### config.mk
export PLATFORM = sky130hd
export DESIGN_NAME = gb3_mac
export DESIGN_NICKNAME = d
export VERILOG_FILES = /design/src/rtl/gb3_pkg.sv /design/src/rtl/gb3_mac.sv
export SDC_FILE = /design/constraint.sdc
export NUM_CORES = 1
export LEC_CHECK = 0
export BUFFER_PORTS_ARGS = -buffer_cell sky130_fd_sc_hd__buf_2
export CAP_MARGIN = 30
export CORE_ASPECT_RATIO = 0.75
export CORE_MARGIN = 5
export CORE_UTILIZATION = 63
export DETAILED_ROUTE_END_ITERATION = 8
export PLACE_DENSITY = 0.83
export SLEW_MARGIN = 20
export SYNTH_ARGS = -nofsm -noshare
export SYNTH_HDL_FRONTEND = slang
export SYNTH_SLANG_ARGS = --single-unit
### constraint.sdc
create_clock -name clk_i -period 7.7 [get_ports clk_i]
set_input_delay 0.77 -clock clk_i [delete_from_list [all_inputs] [get_ports clk_i]]
set_output_delay 0.77 -clock clk_i [all_outputs]
set_load 0.05 [all_outputs]
### src/rtl/gb3_pkg.sv
// Shared types and constants of the 3x3 Gaussian blur unit.
`default_nettype none
package gb3_pkg;

  localparam int unsigned PIXEL_W     = 8;
  localparam int unsigned BLUR_W      = 16;
  localparam int unsigned ROW_W       = 12;
  localparam int unsigned OUTCOL_W    = 10;
  localparam int unsigned IMG_W_W     = 11;
  localparam int unsigned IMG_H_W     = 12;
  localparam int unsigned WEIGHT_W    = 16;
  localparam int unsigned SUM_W       = PIXEL_W + 2;
  localparam int unsigned CFG_INDEX_W = 3;
  localparam int unsigned TDATA_OUT_W = ((BLUR_W + ROW_W + OUTCOL_W + 7) / 8) * 8;
  localparam int unsigned TDATA_PAD_W = TDATA_OUT_W - BLUR_W - ROW_W - OUTCOL_W;

  localparam int unsigned DIM_MIN       = 3;
  localparam int unsigned WIDTH_RESET   = 1024;
  localparam int unsigned HEIGHT_RESET  = 1024;
  localparam int unsigned WCENTER_RESET = 13380;
  localparam int unsigned WSIDE_RESET   = 8116;
  localparam int unsigned WCORNER_RESET = 4922;

  typedef enum logic [CFG_INDEX_W-1:0] {
    CFG_IMAGE_WIDTH   = 3'd0,
    CFG_IMAGE_HEIGHT  = 3'd1,
    CFG_WEIGHT_CENTER = 3'd2,
    CFG_WEIGHT_SIDE   = 3'd3,
    CFG_WEIGHT_CORNER = 3'd4
  } cfg_index_e;

  typedef struct packed {
    logic [WEIGHT_W-1:0] center;
    logic [WEIGHT_W-1:0] side;
    logic [WEIGHT_W-1:0] corner;
  } weights_t;

  typedef struct packed {
    logic                last;
    logic [ROW_W-1:0]    row;
    logic [OUTCOL_W-1:0] col;
  } tag_t;

  typedef struct packed {
    tag_t               tag;
    logic [PIXEL_W-1:0] center;
    logic [SUM_W-1:0]   sides;
    logic [SUM_W-1:0]   corners;
  } sums_t;

endpackage
`default_nettype wire

### src/rtl/gb3_mac.sv
// Weighting, rounding and saturation pipeline with the output register.
`default_nettype none
module gb3_mac #(
  parameter int unsigned WEIGHT_BITS = 16
) (
  input  logic                              clk_i,
  input  logic                              rst_ni,
  input  logic                              sums_valid_i,
  output logic                              sums_ready_o,
  input  gb3_pkg::sums_t                    sums_i,
  input  gb3_pkg::weights_t                 weights_i,
  output logic                              out_valid_o,
  input  logic                              out_ready_i,
  output logic [gb3_pkg::TDATA_OUT_W-1:0]   out_data_o,
  output logic                              out_last_o
);
  import gb3_pkg::*;

  localparam int unsigned ProdCW = PIXEL_W + WEIGHT_W;
  localparam int unsigned ProdSW = SUM_W + WEIGHT_W;
  localparam int unsigned AccW   = ProdSW + 2;
  localparam int unsigned RndW   = AccW + 1;
  localparam int unsigned Shift  = WEIGHT_BITS - PIXEL_W;

  logic        s2_valid_q, s3_valid_q, out_valid_q;
  logic        s2_ready, s3_ready, out_ready;
  sums_t       s2_q;
  tag_t        s3_tag_q;
  logic [ProdCW-1:0] prod_c_q;
  logic [ProdSW-1:0] prod_s_q, prod_k_q;
  logic [AccW-1:0]   acc;
  logic [RndW-1:0]   scaled;
  logic [BLUR_W-1:0] blurred;
  logic [TDATA_OUT_W-1:0] out_data_q;
  logic        out_last_q;

  assign out_ready    = !out_valid_q || out_ready_i;
  assign s3_ready     = !s3_valid_q || out_ready;
  assign s2_ready     = !s2_valid_q || s3_ready;
  assign sums_ready_o = s2_ready;

  always_ff @(posedge clk_i or negedge rst_ni) begin
    if (!rst_ni) begin
      s2_valid_q  <= 1'b0;
      s3_valid_q  <= 1'b0;
      out_valid_q <= 1'b0;
    end else begin
      if (s2_ready) begin
        s2_valid_q <= sums_valid_i;
      end
      if (s3_ready) begin
        s3_valid_q <= s2_valid_q;
      end
      if (out_ready) begin
        out_valid_q <= s3_valid_q;
      end
    end
  end

  assign acc = AccW'(prod_c_q) + AccW'(prod_s_q) + AccW'(prod_k_q);

  if (Shift > 0) begin : g_round
    logic [RndW-1:0] rounded;
    assign rounded = RndW'(acc) + (RndW'(1) << (Shift - 1));
    assign scaled  = rounded >> Shift;
  end else begin : g_plain
    assign scaled = RndW'(acc);
  end

  assign blurred = (scaled > RndW'({BLUR_W{1'b1}})) ? {BLUR_W{1'b1}} : BLUR_W'(scaled);

  always_ff @(posedge clk_i) begin
    if (s2_ready && sums_valid_i) begin
      s2_q <= sums_i;
    end
    if (s3_ready && s2_valid_q) begin
      s3_tag_q <= s2_q.tag;
      prod_c_q <= ProdCW'(s2_q.center) * ProdCW'(weights_i.center);
      prod_s_q <= ProdSW'(s2_q.sides) * ProdSW'(weights_i.side);
      prod_k_q <= ProdSW'(s2_q.corners) * ProdSW'(weights_i.corner);
    end
    if (out_ready && s3_valid_q) begin
      out_data_q <= {{TDATA_PAD_W{1'b0}}, s3_tag_q.col, s3_tag_q.row, blurred};
      out_last_q <= s3_tag_q.last;
    end
  end

  assign out_valid_o = out_valid_q;
  assign out_data_o  = out_data_q;
  assign out_last_o  = out_last_q;

endmodule
`default_nettype wire

-- Yosys cells after proc, flatten, opt, wreduce, memory -nomap -nowiden
Cells that the tools add are included.
- word-level logic and storage cells: 34
- output and inout bits: 43
- bits of input ports: 103
- bits in registers: 192
- add/subtract/negate cells: 3
- reduce and logical (&&, ||, !) cells: 9
- $lt $le $gt $ge: 1
- multiply operators: 3
- operator list (kind ; number):
    10-bit by 16-bit multiplier with 26-bit output ; 2
    28-bit by 8-bit adder with 29-bit output (second input constant) ; 1
    27-bit by 26-bit adder with 28-bit output ; 1
    24-bit by 26-bit adder with 27-bit output ; 1
    8-bit by 16-bit multiplier with 24-bit output ; 1
    21-bit by 16-bit > comparator with 1-bit output (second input constant) ; 1
    1-bit logical AND ; 3
    1-bit zero test ; 3
    1-bit logical OR ; 3

-- Longest topological paths before layout
Gate-level depths: netlist of the first run.
- depth after elaboration: 5
- gate-level depth with buffers: 22
- gate-level depth less buffers: 20

-- Least setup slack after synthesis of the first run
Ideal clock, no wire load.
- kind: input port to flip-flop
- start: in weights_i[17] (netlist bit)
- end: reg prod_s_q[25] (data pin)
- library setup time: 0.260 ns
- required time: 7.440 ns
- stages on the path: 20
- buffers on the path: 2
- setup slack: 1.840 ns
- arrival: 5.601 ns
- cell sequence: clkbuf_1 nand2_1 fa_1 fa_1 inv_1 fa_1 fa_1 inv_1 fa_1 inv_1 ha_1 clkbuf_1 a21oi_1 a21oi_1 a311o_1 a211oi_2 o21ai_1 a31o_1 a21oi_1 xnor2_1
- longest elaborated chain between the ends: 1
- RTL lines (element ; RTL line ; RTL):
    from (decl) ; gb3_mac.sv:11 ; input gb3_pkg::weights_t weights_i,
    10-bit by 16-bit multiplier with 26-bit output ; gb3_mac.sv:79 ; prod_s_q <= ProdSW'(s2_q.sides) * ProdSW'(weights_i.side);
    to (signal assigned) ; gb3_mac.sv:79 ;
    to (decl) ; gb3_mac.sv:30 ; logic [ProdSW-1:0] prod_s_q, prod_k_q;
Every way passes these cells.
A chain may end at the register's enable or synchronous reset.

-- Worst setup path after layout of the first run
- start: reg s2_q[1] (netlist bit)
- end: reg prod_k_q[24] (data pin)
- longest elaborated chain between the ends: 1
- RTL lines (element ; RTL line ; RTL):
    from (decl) ; gb3_mac.sv:27 ; sums_t s2_q;
    from (signal assigned) ; gb3_mac.sv:74 ; s2_q <= sums_i;
    10-bit by 16-bit multiplier with 26-bit output ; gb3_mac.sv:80 ; prod_k_q <= ProdSW'(s2_q.corners) * ProdSW'(weights_i.corner);
    to (signal assigned) ; gb3_mac.sv:80 ;
    to (decl) ; gb3_mac.sv:30 ;
Every way passes these cells.

==> results of run 1 <==
## per-stage QoR
step | worst slack (ps) | util (%)
finish | 1610 | 68.9
global route | 1250 | 68.9
CTS | 1630 | 68.9
detailed placement | 1530 | 67.2
global placement | 1630 | 67.2
floorplan | 1840 | -
## per-layer routing
layer  track usage [%]  up-vias
li1                  -     6572
met4              6.39        0
met3              4.22       70
met1              35.8     7326
met2              41.2      494
met5                 0        -
## path summary, 6_finish.rpt
path / end / slack [ps] / cells after the start
worst max-delay path: prod_k_q[24] / 1610 / 19
worst min-delay path: s2_valid_q / 110 / 1
worst max register to register: prod_k_q[24] / 1610 / 19
worst min register to register: s3_tag_q[13] / 420 / 0
max in group asynchronous: out_valid_o / 7480 / 1
min in group clk_i: s3_tag_q[13] / 420 / 0
## synth_stat cells, types with 7 or more instances
| cell type | instances | area share (%) |
|---|---|---|
| inv_1 | 342 | 6.0 |
| fa_1 | 328 | 31 |
| nand2_1 | 247 | 4.3 |
| and2_1 | 245 | 7.1 |
| ha_1 | 217 | 13 |
| edfxtp_1 | 189 | 26 |
| a21oi_1 | 56 | 1.3 |
| clkbuf_1 | 56 | 0.98 |
| xnor2_1 | 54 | 2.2 |
| nor2_1 | 28 | 0.49 |
| a21o_1 | 23 | 0.80 |
| o21ai_0 | 20 | 0.47 |
| xor2_1 | 18 | 0.73 |
| o21ai_1 | 15 | 0.35 |
| o21a_1 | 14 | 0.49 |
| nand3_1 | 13 | 0.30 |
| nand2b_1 | 12 | 0.35 |
| o21bai_1 | 12 | 0.42 |
| nor2b_1 | 10 | 0.29 |
| nor3_1 | 10 | 0.23 |
| a211oi_1 | 8 | 0.28 |
| a31oi_1 | 7 | 0.20 |
## flip-flops by register name, indices dropped and copies added, names as in the netlist, 23 cells and up
signal      flops
s3_tag_q       23
prod_c_q       24
prod_k_q       26
prod_s_q       26
s2_q           51
out_data_o     38
## area by class of cell
cell class	instances	area share, %
Sequential cell	192	24.8
Tap cell	450	2.43
Multi-Input combinational cell	1408	61.6
Clock inverter	14	0.627
Clock buffer	18	1.85
Inverter	342	5.54
Timing Repair Buffer	145	3.16
## layout by cell type (no fill, tap or decap), types with 13 or more instances in the layout
master	n
xor2_1	18
and2_1	242
nor2_1	28
o21ai_1	15
nand2_1	247
inv_1	342
edfxtp_1	189
a21o_1	23
clkbuf_16	17
o21a_1	14
nand3_1	13
a21oi_1	56
buf_2	143
ha_1	217
fa_1	328
o21ai_0	20
xnor2_1	54
## critical path: cells and delay by family, from the launching register on
family          cells  cell delay (ps)
xor+xnor            1              100
flops               1              810
fa+ha+maj           6             2890
simple gates        1              190
compound gates      6             1610
buf+inv             5              260
## logic make-up (layout without fill, tap and decap cells)
group,count (synthesis),in the layout
other,1,2
buffers and inverters,402,519
adder cells (fa/ha/maj),545,545
flip-flops,192,192
AO/OA/AOI/OAI,191,191
XOR/XNOR,72,72
multiplexers,1,1
AND/OR/NAND/NOR,597,597
## report_power, final
| part | switching [mW] | internal (mW) |
|---|---|---|
| Sequential | 0.188 | 1.76 |
| Clock | 0.451 | 0.433 |
| Combinational | 4.41 | 3.32 |
| Total | 5.05 | 5.51 |
==> flow_summary.yaml, run 1 <==
worst_setup_path:
  crit_slowest_cell: "edfxtp_1"
  critPathRequiredTime_ps: 7890
  startpoint: "s2_q[1]"
  critical_path.cell_chain: "nand2_1 -> fa_1 -> inv_1 -> fa_1 -> inv_1 -> fa_1 -> inv_1 -> fa_1 -> inv_1 -> fa_1 -> inv_1 -> ha_1 -> a21oi_1 -> a21boi_1 -> o31ai_2 -> a2111oi_0 -> o21bai_1 -> a21oi_1 -> xnor2_1"
  end_kind: "flip-flop"
  rr_startpoint: "s2_q[1]"
  cp_data_arrival_time_ps: 6280
  slowest_delay_ps: 810
  path_max_fanout: 16
  path_class: "reg -> reg"
  critPathLaunchType: "flip-flop"
sta:
  setup_viol: 0
  fin_crit_sh_pct: 79.1
  final.setup.tns_ps: 0
  clock.fmax_mhz: 164
  whs_ps: 113
  hold_violations: 0
  max_slew_margin_pct: 39.5
  layout_min_cycle_time_ps: 6090
  tightest_slew_ps: 907
  rsz0062_at_grt: "false"
  skew_ps: 13.0
  slew_violations: 0
drt:
  drc: 0
  dr_total_vias: 14500
  routed.top_layer: "met4"
  wl_met1_mm: 19.9
  wl_mm: 45.6
  via_per_inst: 5.63
  firstDrtPassIters: 6
  wl_per_cell_um: 17.8
  wl_met2_mm: 21.8
  met3WireLength_mm: 3.09
  drtIter0Drc: 1115
  drtAntennaViolNets: 0
synthesis:
  synth_seq_cells: 192
  async_flop_share_pct: 1.56
  syn_area_per_cell_um2: 10.7
  synth_compound_area_share_pct: 5.95
  synth-simple-area-share_pct: 14.1
  netlist_area_mm2: 0.0215
  yosys.area_share.adder_pct: 43.1
  ys_types: 61
  yosysSeqAreaShare_pct: 26.7
  ys.warnings.count: 0
  ys.flop_type: "edfxtp_1"
  synthXorXnorAreaFrac_pct: 2.93
  synth_mux_area_share_pct: 0.0465
  synthCells: 2001
  synth_top_family_by_area: "adder cells"
  synth_edf_count: 189
floorplanning:
  top_level_ports: 146
  rows: 58
  core_area_mm2: 0.0336
  start_util_pct: 64.0
  fp.dieH_um: 170
  dieArea_mm2: 0.0380
  die_w_um: 223
grt:
  grtUsageTotal_pct: 25.2
  grt_antenna_before_repair: 0
  grt_max_degree: 61
  grt_overflow: 0
  grt_pass1_wl_mm: 76.9
  first_global_vias: 15300
cts:
  hold_buffers: 0
  ctsHtreeMaxLevel: 4
  cts_tree: "yes"
  cts.repair.resized: 0
  cts_buffers: 17
  path_clk_slew_ps: 80
  cts.sinks: 192
  cts_setup_buffers: 0
  cts-root-buf: "clkbuf_16"
  clock_path_buffers: 2
  clk_latency_ps: 450
power:
  p_per_area_mw_per_mm2: 456
  peakVddDrop_v: 0.000326
  power_leakage_nw: 11.0
  power_mw: 10.6
finish:
  fillers: 2410
  drive_gt1_share_pct: 9.25
  diodes: 0
  final_area_mm2: 0.0232
  seq_area_mm2: 0.00575
  finalNonFillerCells: 2569
  fin_nets: 2754
  areaGrowthSynthToFinish_pct: 7.64
  multi_input_area_mm2: 0.0143
outcome:
  status: "complete, no violations"
placement:
  place_inst: 2537
  placed_cell_area_mm2: 0.0226
  port_buffers: 143
  dp_hpwl_mm: 36.5
  gp_congestion: 0.915
flow_run:
  cap_violations: 0
min_path:
  hp-class: "in -> async"
Power figures use the tool's default switching activity.
==> run 2, diff against run 1 <==
--- a/config.mk
+++ b/config.mk
@@ -5,11 +5,12 @@
 export SDC_FILE = /design/constraint.sdc
 export NUM_CORES = 1
 export LEC_CHECK = 0
+export ABC_AREA = 1
 export BUFFER_PORTS_ARGS = -buffer_cell sky130_fd_sc_hd__buf_2
 export CAP_MARGIN = 30
 export CORE_ASPECT_RATIO = 0.75
 export CORE_MARGIN = 5
-export CORE_UTILIZATION = 63
+export CORE_UTILIZATION = 64
 export DETAILED_ROUTE_END_ITERATION = 8
 export PLACE_DENSITY = 0.83
 export SLEW_MARGIN = 20
==> constraint.sdc (replaced) <==
create_clock -name clk_i -period 5.95 [get_ports clk_i]
set_input_delay 0.595 -clock clk_i [delete_from_list [all_inputs] [get_ports clk_i]]
set_output_delay 0.595 -clock clk_i [all_outputs]
set_load 0.05 [all_outputs]
==> flow_summary.yaml, run 2 <==
synthesis:
  syn_area_per_cell_um2: 8.71
  async_flop_share_pct: 1.56
  yosysSeqAreaShare_pct: 24.6
  synth_common_cells: "702 x nand2_1, 666 x inv_1, 328 x fa_1"
  yosysMostFrequentCell: "nand2_1"
  ys.warnings.count: 0
  yosysTopAreaCell: "fa_1"
  synth_edf_count: 189
  netlist_top_cells_area: "fa_1 28%, edfxtp_1 24%, ha_1 12%"
  ys.flop_type: "edfxtp_1"
  synth_seq_cells: 192
  synthCells: 2681
  ys_types: 46
  netlist_area_mm2: 0.0234
  synth_top_cell_area_share_pct: 28.1
sta:
  hold_violations: 0
  layout_min_cycle_time_ps: 5450
  final.setup.tns_ps: 0
  setup_viol: 0
  clock.fmax_mhz: 184
  tightest_slew_ps: 889
  skew_ps: 20.8
  rsz0062_at_grt: "false"
  fin_crit_sh_pct: 91.5
  max_slew_margin_pct: 40.7
  finalWorstSetupSlack_ps: 504
  slew_violations: 0
worst_setup_path:
  cp_data_arrival_time_ps: 5640
  critical_path.cell_chain: "nand2_1 -> fa_1 -> inv_1 -> fa_1 -> inv_1 -> fa_1 -> inv_1 -> fa_1 -> inv_1 -> fa_1 -> inv_1 -> ha_1 -> a21oi_1 -> o21ai_0 -> a21oi_1 -> o21ai_0 -> a21oi_1 -> xnor2_1"
  crit_family: "adder cells"
  end_kind: "flip-flop"
  path_class: "reg -> reg"
  critPathRequiredTime_ps: 6150
  slowest_delay_ps: 770
  path_max_fanout: 16
  crit_slowest_cell: "edfxtp_1"
  critPathLaunchType: "flip-flop"
  cp_num_buf_inv: 5
floorplanning:
  core_area_mm2: 0.0360
  die_w_um: 231
  start_util_pct: 64.9
  rows: 60
  fp.dieH_um: 175
  top_level_ports: 146
  dieArea_mm2: 0.0404
finish:
  largest_reg_flops: 51
  fin_nets: 3391
  finalNonFillerCells: 3221
  layout_commonest_cell: "nand2_1"
  mostFrequentLayoutCells: "702 x nand2_1, 664 x inv_1, 328 x fa_1"
  drive_gt1_share_pct: 8.35
  areaGrowthSynthToFinish_pct: 6.81
  diodes: 0
  final_area_mm2: 0.0249
  top_register: "s2_q"
cts:
  cts-root-buf: "clkbuf_16"
  hold_buffers: 1
  cts.repair.resized: 0
  cts.sinks: 192
  clock_path_buffers: 2
  path_clk_slew_ps: 90
  cts_setup_buffers: 0
  clk_latency_ps: 460
  cts_tree: "yes"
  ctsHtreeMaxLevel: 4
  cts_buffers: 17
drt:
  wl_per_cell_um: 16.4
  firstDrtPassIters: 6
  drc: 0
  wl_mm: 52.9
  dr_total_vias: 17300
  drtIter0Drc: 1416
  via_per_inst: 5.38
  drtAntennaViolNets: 0
flow_run:
  cap_violations: 0
placement:
  dp_hpwl_mm: 43.7
  placed_cell_area_mm2: 0.0243
  place_inst: 3188
  gp_congestion: 0.932
  port_buffers: 143
  place_ws_ps: 449
min_path:
  hp-class: "in -> reg"
grt:
  grtUsageTotal_pct: 27.2
  grt_antenna_before_repair: 0
  first_global_vias: 17800
  grt_pass1_wl_mm: 88.4
  grt_overflow: 0
  grt_max_degree: 70
outcome:
  status: "complete, no violations"
-- run 2: worst reg2reg max path: cells and delay by family (launching register included) --
kind	cells	cell delay, ps
AND/OR/NAND/NOR	1	170
buffers and inverters	5	260
flip-flops	1	770
AO/OA/AOI/OAI	5	1030
XOR/XNOR	1	90
adder cells (fa/ha/maj)	6	2880
-- run 2: kinds of logic after synthesis --
logic type | count (synthesis) | share of synthesized area, %
XOR/XNOR | 74 | 2.78
other | 1 | 0.0161
AND/OR/NAND/NOR | 909 | 15.9
buffers and inverters | 787 | 12.8
flip-flops | 192 | 24.6
AO/OA/AOI/OAI | 173 | 4.10
adder cells (fa/ha/maj) | 545 | 39.7
-- run 2: path summary, 6_finish.rpt --
path                         startpoint             end  slack (ps)  depth (start not counted)
setup / recovery                s2_q[1]    prod_k_q[19]         500                         18
hold / removal               sums_i[38]        s2_q[38]         300                          1
setup reg to reg                s2_q[1]    prod_k_q[19]         500                         18
hold reg to reg            s3_tag_q[11]  out_data_o[17]         410                          0
max in group asynchronous        rst_ni     out_valid_o        5370                          2
min in group asynchronous        rst_ni      s3_valid_q         470                          2
-- run 2: stage by stage --
step	util [%]	hold slack (ps)
after global placement	67.5	391
after detailed placement	67.5	390
final	69.4	304
after floorplan	-	299
after CTS	69.4	289
after global routing	69.4	283
-- run 2: final cells by class --
| cell class | instances | area (um^2) |
|---|---|---|
| clock inverters | 15 | 219 |
| well taps | 465 | 582 |
| inverters | 679 | 2550 |
| clock buffers | 17 | 425 |
| fillers | 2770 | 11000 |
| repair buffers | 150 | 791 |
| flip-flops and latches | 192 | 5750 |
| multi-input cells | 1703 | 14600 |
-- run 2: per-layer routing --
| layer | up-vias | part of all wire [%] | global-route usage [%] |
|---|---|---|---|
| li1 | 8149 | - | - |
| met1 | 8370 | 44 | 40.1 |
| met2 | 704 | 45 | 42.3 |
| met3 | 101 | 8.2 | 4.73 |
| met4 | 0 | 2.1 | 6.90 |
| met5 | - | 0 | 0 |
Power of run 2 is not shown: default switching activity piles up to over one toggle a cycle in this logic, so the estimate is an artifact.
