[config.mk]
export PLATFORM = sky130hd
export DESIGN_NAME = gb3_cfg
export DESIGN_NICKNAME = d
export VERILOG_FILES = /design/src/rtl/gb3_pkg.sv /design/src/rtl/gb3_cfg.sv
export SDC_FILE = /design/constraint.sdc
export NUM_CORES = 1
export LEC_CHECK = 0
export ABC_AREA = 1
export ABC_CLOCK_PERIOD_IN_PS = 800
export BUFFER_PORTS_ARGS = -buffer_cell sky130_fd_sc_hd__buf_2
export CAP_MARGIN = 20
export CORE_ASPECT_RATIO = 2
export CORE_MARGIN = 2
export CORE_UTILIZATION = 45
export CTS_CLUSTER_SIZE = 16
export DETAILED_ROUTE_END_ITERATION = 10
export GPL_TIMING_DRIVEN = 1
export PLACE_DENSITY = 0.73
export RECOVER_POWER = 50
export SLEW_MARGIN = 40
export SYNTH_ARGS = -nofsm -noshare
export SYNTH_HDL_FRONTEND = slang
export SYNTH_SLANG_ARGS = --single-unit
[constraint.sdc]
create_clock -name clk_i -period 0.8 [get_ports clk_i]
set_input_delay 0 -clock clk_i [delete_from_list [all_inputs] [get_ports clk_i]]
set_output_delay 0 -clock clk_i [all_outputs]
set_load 0.03 [all_outputs]
[src/rtl/gb3_pkg.sv]
// Shared types and constants of the 3x3 Gaussian blur unit.
`default_nettype none
package gb3_pkg;

  localparam int unsigned PIXEL_W     = 8;
  localparam int unsigned BLUR_W      = 16;
  localparam int unsigned ROW_W       = 12;
  localparam int unsigned OUTCOL_W    = 10;
  localparam int unsigned IMG_W_W     = 11;
  localparam int unsigned IMG_H_W     = 12;
  localparam int unsigned WEIGHT_W    = 16;
  localparam int unsigned SUM_W       = PIXEL_W + 2;
  localparam int unsigned CFG_INDEX_W = 3;
  localparam int unsigned TDATA_OUT_W = ((BLUR_W + ROW_W + OUTCOL_W + 7) / 8) * 8;
  localparam int unsigned TDATA_PAD_W = TDATA_OUT_W - BLUR_W - ROW_W - OUTCOL_W;

  localparam int unsigned DIM_MIN       = 3;
  localparam int unsigned WIDTH_RESET   = 1024;
  localparam int unsigned HEIGHT_RESET  = 1024;
  localparam int unsigned WCENTER_RESET = 13380;
  localparam int unsigned WSIDE_RESET   = 8116;
  localparam int unsigned WCORNER_RESET = 4922;

  typedef enum logic [CFG_INDEX_W-1:0] {
    CFG_IMAGE_WIDTH   = 3'd0,
    CFG_IMAGE_HEIGHT  = 3'd1,
    CFG_WEIGHT_CENTER = 3'd2,
    CFG_WEIGHT_SIDE   = 3'd3,
    CFG_WEIGHT_CORNER = 3'd4
  } cfg_index_e;

  typedef struct packed {
    logic [WEIGHT_W-1:0] center;
    logic [WEIGHT_W-1:0] side;
    logic [WEIGHT_W-1:0] corner;
  } weights_t;

  typedef struct packed {
    logic                last;
    logic [ROW_W-1:0]    row;
    logic [OUTCOL_W-1:0] col;
  } tag_t;

  typedef struct packed {
    tag_t               tag;
    logic [PIXEL_W-1:0] center;
    logic [SUM_W-1:0]   sides;
    logic [SUM_W-1:0]   corners;
  } sums_t;

endpackage
`default_nettype wire

[src/rtl/gb3_cfg.sv]
// Configuration registers with clamping of the frame size.
`default_nettype none
module gb3_cfg #(
  parameter int unsigned MAX_WIDTH = 1024,
  localparam int unsigned WidthW = $clog2(MAX_WIDTH + 1)
) (
  input  logic                                clk_i,
  input  logic                                rst_ni,
  input  logic                                cfg_valid_i,
  output logic                                cfg_ready_o,
  input  logic [gb3_pkg::CFG_INDEX_W-1:0]     cfg_index_i,
  input  logic [gb3_pkg::WEIGHT_W-1:0]        cfg_data_i,
  output logic [WidthW-1:0]                   eff_width_o,
  output logic [gb3_pkg::IMG_H_W-1:0]         eff_height_o,
  output gb3_pkg::weights_t                   weights_o
);
  import gb3_pkg::*;

  localparam int unsigned ClampW = (WidthW > IMG_W_W) ? WidthW : IMG_W_W;
  localparam int unsigned WidthResetEff = (WIDTH_RESET > MAX_WIDTH) ? MAX_WIDTH : WIDTH_RESET;

  logic [WidthW-1:0]  width_q, width_d;
  logic [IMG_H_W-1:0] height_q, height_d;
  weights_t           weights_q, weights_d;
  logic [ClampW-1:0]  width_raw;
  logic [IMG_H_W-1:0] height_raw;

  assign cfg_ready_o = 1'b1;
  assign width_raw   = ClampW'(cfg_data_i[IMG_W_W-1:0]);
  assign height_raw  = cfg_data_i[IMG_H_W-1:0];

  always_comb begin
    width_d   = width_q;
    height_d  = height_q;
    weights_d = weights_q;
    if (cfg_valid_i) begin
      unique case (cfg_index_e'(cfg_index_i))
        CFG_IMAGE_WIDTH: begin
          if (width_raw < ClampW'(DIM_MIN)) begin
            width_d = WidthW'(DIM_MIN);
          end else if (width_raw > ClampW'(MAX_WIDTH)) begin
            width_d = WidthW'(MAX_WIDTH);
          end else begin
            width_d = WidthW'(width_raw);
          end
        end
        CFG_IMAGE_HEIGHT: begin
          height_d = (height_raw < IMG_H_W'(DIM_MIN)) ? IMG_H_W'(DIM_MIN) : height_raw;
        end
        CFG_WEIGHT_CENTER: weights_d.center = cfg_data_i;
        CFG_WEIGHT_SIDE:   weights_d.side   = cfg_data_i;
        CFG_WEIGHT_CORNER: weights_d.corner = cfg_data_i;
        default: ;
      endcase
    end
  end

  always_ff @(posedge clk_i or negedge rst_ni) begin
    if (!rst_ni) begin
      width_q          <= WidthW'(WidthResetEff);
      height_q         <= IMG_H_W'(HEIGHT_RESET);
      weights_q.center <= WEIGHT_W'(WCENTER_RESET);
      weights_q.side   <= WEIGHT_W'(WSIDE_RESET);
      weights_q.corner <= WEIGHT_W'(WCORNER_RESET);
    end else begin
      width_q   <= width_d;
      height_q  <= height_d;
      weights_q <= weights_d;
    end
  end

  assign eff_width_o  = width_q;
  assign eff_height_o = height_q;
  assign weights_o    = weights_q;

endmodule
`default_nettype wire

# Yosys cells after proc, flatten, opt, wreduce, memory -nomap -nowiden
# Index checks and enable logic that the tools add are counted.
word_totals:
  regBits: 71
  output_inout_bits: 72
  input_bits: 22
  word_cells: 21
op_classes:
  magnitude_cmp: 3
  muxes: 3
  eq_ne: 4
  n_reduce_logical: 6
ops:
  columns: ["op", "count"]
  rows:
  - ["11-bit 2-to-1 mux", 2]
  - ["12-bit by 2-bit less-than comparator with 1-bit output, second input constant", 1]
  - ["12-bit 2-to-1 mux", 1]
  - ["11-bit > comparator, second input constant", 1]
  - ["11-bit by 2-bit less-than comparator with 1-bit output, second input constant", 1]
  - ["2-bit AND reduction", 5]
  - ["3-bit by 2-bit == test with 1-bit output, second input constant", 2]
  - ["3-bit by 1-bit == test with 1-bit output, second input constant", 1]
  - ["3-bit == test, second input constant", 1]
  - ["3-bit zero test", 1]

# Depth between registers and ports, before layout
# Gate-level depths: netlist of the first run.
depth:
  ltp_word: 3
  ltp_mapped: 8
  depth_no_buf: 8

# Worst setup path after synthesis of the first run
# Ideal clock, no wire load.
synth_timing:
  path_kind: "reg2reg"
  start: "register eff_width_o[0] (netlist name)"
  end: "register width_q[0] (netlist: eff_width_o[0])"
  stages_incl_launch_ff: 5
  path_buffers: 0
  setup_slack_ps: -16
  period_less_slack_ps: 816
  t_arrival_ps: 698
  setup_ps: 117
  required_time_ps: 683
  path_cell_list: "dfrtp_1 -> nand2_1 -> nand2_1 -> inv_1 -> nand2_1"
synth_rtl:
  columns: ["element", "line", "rtl"]
  rows:
  - ["to (signal assigned)", "gb3_cfg.sv:60", "width_q <= WidthW'(WidthResetEff);"]
  - ["to (signal assigned)", "gb3_cfg.sv:66", "width_q <= width_d;"]
  - ["to (decl)", "gb3_cfg.sv:22", "logic [WidthW-1:0] width_q, width_d;"]

# Worst setup path after layout of the first run
layout_timing:
  start: "register weights_q, in the netlist weights_o[5]"
  end: "output port weights_o[5] (netlist name)"
layout_rtl:
  columns: ["element", "line", "rtl"]
  rows:
  - ["from (decl)", "gb3_cfg.sv:24", "weights_t weights_q, weights_d;"]
  - ["from (signal assigned)", "gb3_cfg.sv:68", "weights_q <= weights_d;"]
  - ["to (decl)", "gb3_cfg.sv:15", "output gb3_pkg::weights_t weights_o"]
# No word-level cell between the ends.

==> metrics, run 1 <==
Worst Skew 0 ns; first-pass GRT wire length 11800 µm; post-route ant nets 0; CP Launch Type flop; Max FO, Critical Path 2; Ant. Diodes 0; router iterations before antenna repair 4; Fin. Hold Viols 0; worst setup margin -0.205 ns; fin cells 490; f_max 0.995 GHz; outcome finished with violations; slowest CP cell dfstp_2; CTS Buf Count 9; final period utilization 126%; worst-skew pair later-pin latency 0.33 ns; Ys Warns 0; Final Cell Area 4410 µm²; Syn Area/Cell 9.66 µm²; Placed Instances 450; unrepaired setup endpoints after global routing yes; Power per Cell Area 2950 nW/µm²; post-synthesis net count 305; crit-path max cell delay 0.54 ns; Fillers 398; gr usage total 23.7%; Setup crit end kind output pin; core area 5960 µm²; sequential area share after synthesis 66.0%; Leak 2.24 nW; share of cells above drive strength 1 43.1%; largest net degree at the start of global routing 72; maximum VDD drop 0.00151 V; Max Cap Viol 0; CP arrival 1.01 ns; CTS tree done; Area contributors post-synth dfrtp_1, dfstp_2, nand2_1; via count 2469; GRT Residual Overflow 0; Clk pin slew, worst setup/hold paths 0.06 ns; maximum buffer depth of the clock tree 2; htree depth 3; final setup violating endpoints 74; gp weighted congestion 0.793; area leader, netlist dfrtp_1; Least-Margin Pin Slew 0.520 ns; Post-Syn Instances 283; drc violations 0; R2R depth 3; Die H 114 µm; Die X 59.1 µm; failing checks setup timing; WP buf/inv 1; fin nets 444; Top delay family on crit path flip-flops; Data required, critical path 0.80 ns; detail-routed net length per standard cell 15.5 µm; initial antenna violation count 0; DIE AREA 6750 µm²; vias in the first global route 2497; CP Class reg2out; #FFs+latches synth 71; DRT Wirelength 7620 µm; clk sinks 71; Unique masters post-synth 18; port buffer count 92; WP depth 1; Area Growth Syn to Fin 61.4%; HP Class in2reg; max_slew headroom 65.3%; initial core utilization 45.9%; crit path time final 1.01 ns; Site Rows 40; mapped cell area 2730 µm²; crit path cell chain buf_6; hold depth 3; DP Wirelength 5000 µm; First DRT Iteration DRCs 92; final slew viol count 0; clk root buf clkbuf_16; Post-Place Cell Area 3460 µm²; multi-input logic area 806 µm²; sequential cell area 1810 µm²; Vias/cell 5.04; # IOs 94; Yosys top cell area share 43.9%
[tightest hold or removal path: stages]
cell     delay [ns]
buf_2          0.08
inv_1          0.08
o21ai_1        0.13
[cells by family after synthesis]
| family | Yosys count | synth area share, % |
|---|---|---|
| AOI/OAI and AO/OA | 64 | 11.9 |
| other | 1 | 0.137 |
| and+or+nand+nor | 113 | 16.8 |
| DFF | 71 | 66.0 |
| buffers and inverters | 34 | 5.13 |
[state kept, by name, indices dropped and copies added, names as in the netlist]
signal,count
weights_o,48
eff_height_o,12
eff_width_o,11
[placed cells by master, fill, tap and decap left out, types with 2 or more instances in the layout]
master,count
buf_2,20
nand3b_1,2
dlygate4sd3_1,5
o21ai_2,2
nor2_1,10
o21ai_0,42
o21ai_1,17
buf_6,71
clkbuf_1,2
a21oi_1,2
nand2_1,82
clkinvlp_4,3
clkbuf_16,9
dfstp_2,23
dfrtp_1,46
buf_4,39
nand2_2,3
nand3_1,13
inv_1,20
buf_12,4
dfrtp_2,2
[cell type report]
| cell class | instances | area share [%] |
|---|---|---|
| flip-flops and latches | 71 | 41.0 |
| inverters | 21 | 1.79 |
| multi-input cells | 178 | 18.3 |
| clock inverters | 5 | 1.30 |
| clock buffers | 11 | 5.50 |
| well taps | 63 | 1.79 |
| repair buffers | 141 | 30.4 |
[metal layers]
layer	GRT usage, %	share of wire [%]
met1	26.3	36
met2	40.9	57
met3	4.86	3.4
met4	12.7	3.4
met5	0	0
[per-stage QoR]
step / hold WS [ns] / setup TNS [ns] / util (%) / setup WS, ns / power, W
6_report: 0.00188 / -7.62 / 74.1 / -0.205 / 0.0130
5_1_grt: 0.0251 / -9.40 / 74.1 / -0.236 / 0.0135
4_1_cts: 0.00190 / -8.13 / 72.5 / -0.211 / 0.0129
3_5_place_dp: 0.0517 / -3.68 / 58.2 / -0.221 / 0.00785
2_1_floorplan: -0.296 / -0.0509 / - / -0.0102 / 0.00674
3_3_place_gp: 0.0451 / -2.38 / 58.2 / -0.181 / 0.00778
[where the power goes]
part | total [W] | internal, W | switching, W
Clock | 0.00393 | 0.00249 | 0.00144
Combinational | 0.00414 | 0.00186 | 0.00228
Sequential | 0.00494 | 0.00442 | 0.000523
Total | 0.0130 | 0.00877 | 0.00425
[final timing paths]
| check | startpoint | endpoint | slack, ns |
|---|---|---|---|
| max in group asynchronous | rst_ni | eff_width_o[0] | 0.09 |
| worst min-delay path | cfg_data_i[11] | weights_o[43] | 0.002 |
| worst min register to register | weights_o[21] | weights_o[21] | 0.48 |
| worst max-delay path | weights_o[5] | weights_o[5] | -0.21 |
| worst max register to register | weights_o[4] | weights_o[4] | -0.04 |
| min in group asynchronous | rst_ni | weights_o[40] | 0.30 |
[what timing repair did]
action / 4_1_cts / 5_1_grt
buffers inserted: 8 / 11
pin swaps: 0 / 3
gates resized for setup: 142 / 17
hold endpoints to repair: 79 / 0
setup endpoints to repair: 71 / 81
hold buffers: 5 / 0
[Yosys cell counts]
master    number
buf_4          1
clkbuf_1       5
nor2_1        11
o21bai_2       1
nand3b_1       2
o21ai_0       59
nand3_1       13
dfrtp_1       48
nor2_4         1
o21ai_1        2
inv_2          1
inv_1         20
nand2_1       85
and2_1         1
conb_1         1
dfstp_2       23
buf_2          7
a21oi_1        2
Power figures use the tool's default switching activity.
==> inputs of run 2 (changes only) <==
--- a/config.mk
+++ b/config.mk
@@ -5,7 +5,7 @@
 export SDC_FILE = /design/constraint.sdc
 export NUM_CORES = 1
 export LEC_CHECK = 0
-export ABC_AREA = 1
+export ABC_AREA = 0
 export ABC_CLOCK_PERIOD_IN_PS = 800
 export BUFFER_PORTS_ARGS = -buffer_cell sky130_fd_sc_hd__buf_2
 export CAP_MARGIN = 20
==> run 2 against run 1 <==
Effect of this change: the flow still finishes with violations (setup timing); area after synthesis rose by 3.1%; clock skew stayed put; highest routed layer unchanged; final area is 12% higher; utilization up 8.2 points; synthesized cell count down 33%; wire length grew 6.0%; critical endpoint is now weights_o[4].
==> metrics, run 2 <==
Ys Warns 0; worst r2r dst weights_o[21]; CTS tree done; First DRT Iteration DRCs 72; fin cells 405; initial antenna violation count 0; largest net degree at the start of global routing 57; gr usage total 24.1%; crit path cell chain buf_6; crit path time final 1.01 ns; DIE AREA 6950 µm²; DP Wirelength 4820 µm; max reg flops 48; vias in the first global route 2356; Vias/cell 5.32; Final Cell Area 4940 µm²; GRT Residual Overflow 0; failing checks setup timing; top cells by count, synth mux2_2, dfrtp_1, dfstp_2; Max FO, Critical Path 2; unrepaired setup endpoints after global routing yes; Placed Instances 359; Syn Area/Cell 14.9 µm²; most frequent cells in the layout buf_6, mux2_4, buf_4; clk sinks 71; DRT Wirelength 8080 µm; f_max 0.989 GHz; htree depth 3; CP Launch Type flop; outcome finished with violations; multi-input logic area 1230 µm²; Site Rows 40; r2r startpoint weights_o[21]; CTS Buf Count 9; initial core utilization 46.9%; maximum buffer depth of the clock tree 2; Post-Syn Instances 189; WHS Endpoint eff_height_o[0]; detail-routed net length per standard cell 19.9 µm; Top delay family on crit path flip-flops; fin nets 359; Post-synth EDFFs 0; router iterations before antenna repair 4; Setup crit end kind output pin; commonest non-fill, non-tap cell in the layout buf_6; share of cells above drive strength 1 80.4%; final period utilization 126%; Unique masters post-synth 23; Ant. Diodes 0; Die H 116 µm; core area 6010 µm²; final slew viol count 0; ys flop type dfrtp_1; Data required, critical path 0.80 ns; Power per Cell Area 2810 nW/µm²; FFs w/ async S/R, synth 100%; final setup violating endpoints 98; Area Growth Syn to Fin 75.4%; Fillers 308; R2R depth 2; Max Cap Viol 0; gp weighted congestion 0.803; #FFs+latches synth 71; Fin. Hold Viols 0; mapped cell area 2820 µm²; maximum VDD drop 0.00193 V; Yosys top cell area share 42.6%; crit-path max cell delay 0.55 ns; drc violations 0; post-synthesis net count 211; Clk pin slew, worst setup/hold paths 0.05 ns; CP arrival 1.01 ns; slowest CP cell dfstp_2; Leak 2.31 nW; first-pass GRT wire length 11900 µm; hold depth 4; HP Class in2reg; area leader, netlist dfrtp_1; Hold Crit Start cfg_data_i[11]; Post-Place Cell Area 3720 µm²; WP buf/inv 1; worst setup margin -0.211 ns; post-route ant nets 0; Die X 60.0 µm; most frequent cell after synthesis mux2_2; worst-skew pair later-pin latency 0.32 ns; # IOs 94; port buffer count 92; Worst Skew 0 ns; CP Class reg2out; clk root buf clkbuf_16; sequential cell area 1830 µm²; sequential area share after synthesis 64.1%; Area contributors post-synth dfrtp_1, mux2_2, dfstp_2; reg2reg setup slack -0.05 ns; via count 2156
## run 2: metrics by stage
step | total power [W] | util (%) | setup slack, ns | TNS, ns | hold slack (ns)
after floorplan | 0.00750 | - | -0.180 | -6.96 | -0.296
after CTS | 0.0136 | 78.3 | -0.224 | -8.69 | 0.0127
final | 0.0139 | 82.3 | -0.211 | -8.80 | 0.0280
after global routing | 0.0144 | 82.3 | -0.233 | -12.07 | 0.0598
after detailed placement | 0.00875 | 61.9 | -0.397 | -22.63 | 0.0144
after global placement | 0.00867 | 61.9 | -0.392 | -21.29 | 0.0114
## run 2: cell type report
class	count	share of cell area, %
multi-input combinational	106	24.9
clock inverter	1	0.101
clock buffer	15	5.21
tap	63	1.59
timing repair buffer	147	31.0
inverter	2	0.152
sequential	71	37.0
## run 2: how the worst max path moves through the flow
| stage | cells after the start | to | slack, ns | from |
|---|---|---|---|---|
| 6_report | 1 | weights_o[4] | -0.21 | weights_o[4] |
| 5_1_grt | 1 | weights_o[4] | -0.23 | weights_o[4] |
| 4_1_cts | 1 | weights_o[4] | -0.22 | weights_o[4] |
| 3_5_place_dp | 5 | weights_o[15] | -0.40 | cfg_index_i[2] |
| 3_3_place_gp | 5 | eff_width_o[1] | -0.39 | cfg_data_i[7] |
| 2_1_floorplan | 4 | eff_height_o[5] | -0.18 | cfg_index_i[2] |
## run 2: cell families after synthesis
family	count (synthesis)	synth area share [%]
AOI/OAI and AO/OA	16	3.46
buffers and inverters	12	2.84
DFF	71	64.1
muxes	57	22.8
other	1	0.133
and+or+nand+nor	32	6.70
## run 2: report_power, final
| part | internal (W) | switching [W] |
|---|---|---|
| logic | 0.00259 | 0.00255 |
| registers | 0.00458 | 0.000622 |
| clock network | 0.00218 | 0.00138 |
## run 2: metal layers
metal	vias up	GRT usage, %	wire (µm)
li1	963	-	-
met1	1098	27.2	2950
met2	75	39.3	4520
met3	20	6.25	337
met4	0	15.0	277
met5	-	0	0
## run 2: repair_timing
| item | 4_1_cts | 5_1_grt |
|---|---|---|
| pin swaps | 2 | 16 |
| hold buffers | 8 | 0 |
| setup endpoints to repair | 101 | 99 |
| buffers inserted | 14 | 5 |
| hold endpoints to repair | 94 | 0 |
| gates resized for setup | 156 | 43 |
| gates cloned | 2 | 1 |
==> inputs of run 3 (changes only) <==
--- a/config.mk
+++ b/config.mk
@@ -6,7 +6,7 @@
 export NUM_CORES = 1
 export LEC_CHECK = 0
 export ABC_AREA = 0
-export ABC_CLOCK_PERIOD_IN_PS = 800
+export ABC_CLOCK_PERIOD_IN_PS = 1200
 export BUFFER_PORTS_ARGS = -buffer_cell sky130_fd_sc_hd__buf_2
 export CAP_MARGIN = 20
 export CORE_ASPECT_RATIO = 2
==> constraint.sdc (replaced) <==
create_clock -name clk_i -period 1.2 [get_ports clk_i]
set_input_delay 0.06 -clock clk_i [delete_from_list [all_inputs] [get_ports clk_i]]
set_output_delay 0.06 -clock clk_i [all_outputs]
set_load 0.03 [all_outputs]
==> run 3 against run 2 <==
Effect of this change: the run now ends clean; worst setup slack improved by 0.30 ns; final cell count is 9.1% lower; critical path depth up 3; non-clock buffer count down 37; clock power decreased by 34%; sequential share of layout area is 12 points higher; clock skew did not move; global-route usage down 3.9 points; combinational power down 56%; utilization down 21 points; final area fell by 25%; clock-buffer cell count unchanged; largest power group unchanged.
==> metrics, run 3 (synthesis results as in run 2) <==
outcome complete, no violations; gr usage total 20.2%; Placed Instances 347; Area Growth Syn to Fin 31.4%; Die X 60.0 µm; core area 6010 µm²; Setup crit end kind flop; Hold Crit Start cfg_data_i[1]; r2r startpoint eff_height_o[3]; Fin. Hold Viols 0; share of cells above drive strength 1 63.6%; commonest non-fill, non-tap cell in the layout buf_2; max reg flops 48; total power 0.00790 W; via count 1906; initial core utilization 46.9%; post-CTS setup buffers 0; DP Wirelength 4460 µm; Die H 116 µm; CTS Buf Count 9; Post-CTS Resized 0; Power per Cell Area 2130 nW/µm²; hold_ws 0.0302 ns; fin nets 322; sequential cell area 1810 µm²; Site Rows 40; CP Class in2reg; final slew viol count 0; Worst Skew 0 ns; First DRT Iteration DRCs 54; Leak 1.75 nW; Post-Place Cell Area 3460 µm²; Least-Margin Pin Slew 0.627 ns; initial antenna violation count 0; WHS Endpoint weights_o[1]; f_max 0.898 GHz; hold depth 2; R2R depth 1; port buffer count 92; crit path time final 1.11 ns; detail-routed net length per standard cell 17.2 µm; Max Cap Viol 0; first-pass GRT wire length 9920 µm; fin cells 368; router iterations before antenna repair 6; GRT Residual Overflow 0; # IOs 94; final setup violating endpoints 0; largest net degree at the start of global routing 72; Final Cell Area 3700 µm²; htree depth 3; CP arrival 1.32 ns; maximum buffer depth of the clock tree 2; worst-skew pair later-pin latency 0.32 ns; Data required, critical path 1.40 ns; clk sinks 71; Vias/cell 5.18; multi-input logic area 932 µm²; Fillers 537; Clk pin slew, worst setup/hold paths 0.05 ns; HP Class in2reg; final period utilization 92.8%; drc violations 0; Max FO, Critical Path 14; DIE AREA 6950 µm²; gp weighted congestion 0.755; maximum VDD drop 0.00141 V; CTS tree done; unrepaired setup endpoints after global routing no; post-route ant nets 0; reg2reg setup slack 0.42 ns; clk root buf clkbuf_16; CP Launch Type input port; Ant. Diodes 0; max_slew headroom 58.2%; most frequent cells in the layout buf_2, mux2_2, dfrtp_1; vias in the first global route 1917; worst r2r dst eff_height_o[3]; # hold bufs at CTS 5; DRT Wirelength 6320 µm
## run 3: through the flow
| step | utilization (%) | setup WS [ns] | setup TNS [ns] |
|---|---|---|---|
| finish | 61.6 | 0.0867 | 0 |
| global route | 61.6 | 0.0595 | 0 |
| CTS | 62.9 | 0.0782 | 0 |
| detailed placement | 57.6 | -0.0786 | -1.11 |
| global placement | 57.6 | -0.0677 | -0.343 |
| floorplan | - | 0.101 | 0 |
## run 3: power breakdown
part	internal, W	switching (W)
clock network	0.00145	0.000891
logic	0.000758	0.00152
registers	0.00302	0.000252
## run 3: final cells by class
cell class              instances  area share, %
flip-flops and latches         71           48.8
multi-input cells             106           25.2
repair buffers                110           16.6
clock buffers                  15           6.96
well taps                      63           2.13
inverters                       2          0.203
clock inverters                 1          0.135
## run 3: worst max-delay path: stages
cell	delay [ns]
buf_2	0.12
nor4bb_1	0.56
buf_12	0.23
mux2_2	0.34
## run 3: how the worst max path moves through the flow
| stage | from | end | slack, ns |
|---|---|---|---|
| floorplan | cfg_index_i[1] | weights_o[0] | 0.10 |
| global placement | cfg_index_i[1] | eff_width_o[10] | -0.07 |
| detailed placement | cfg_index_i[1] | eff_width_o[10] | -0.08 |
| CTS | weights_o[1] | weights_o[1] | 0.08 |
| global route | eff_height_o[10] | eff_height_o[10] | 0.06 |
| finish | cfg_valid_i | eff_height_o[9] | 0.09 |
## run 3: layer usage
metal / wire [µm] / up-vias / global-route usage, % / share of wire (%)
li1: - / 880 / - / -
met2: 3530 / 58 / 34.6 / 56
met1: 2390 / 956 / 22.7 / 38
met4: 126 / 0 / 9.19 / 2.0
met3: 283 / 12 / 5.25 / 4.5
met5: 0 / - / 0 / 0
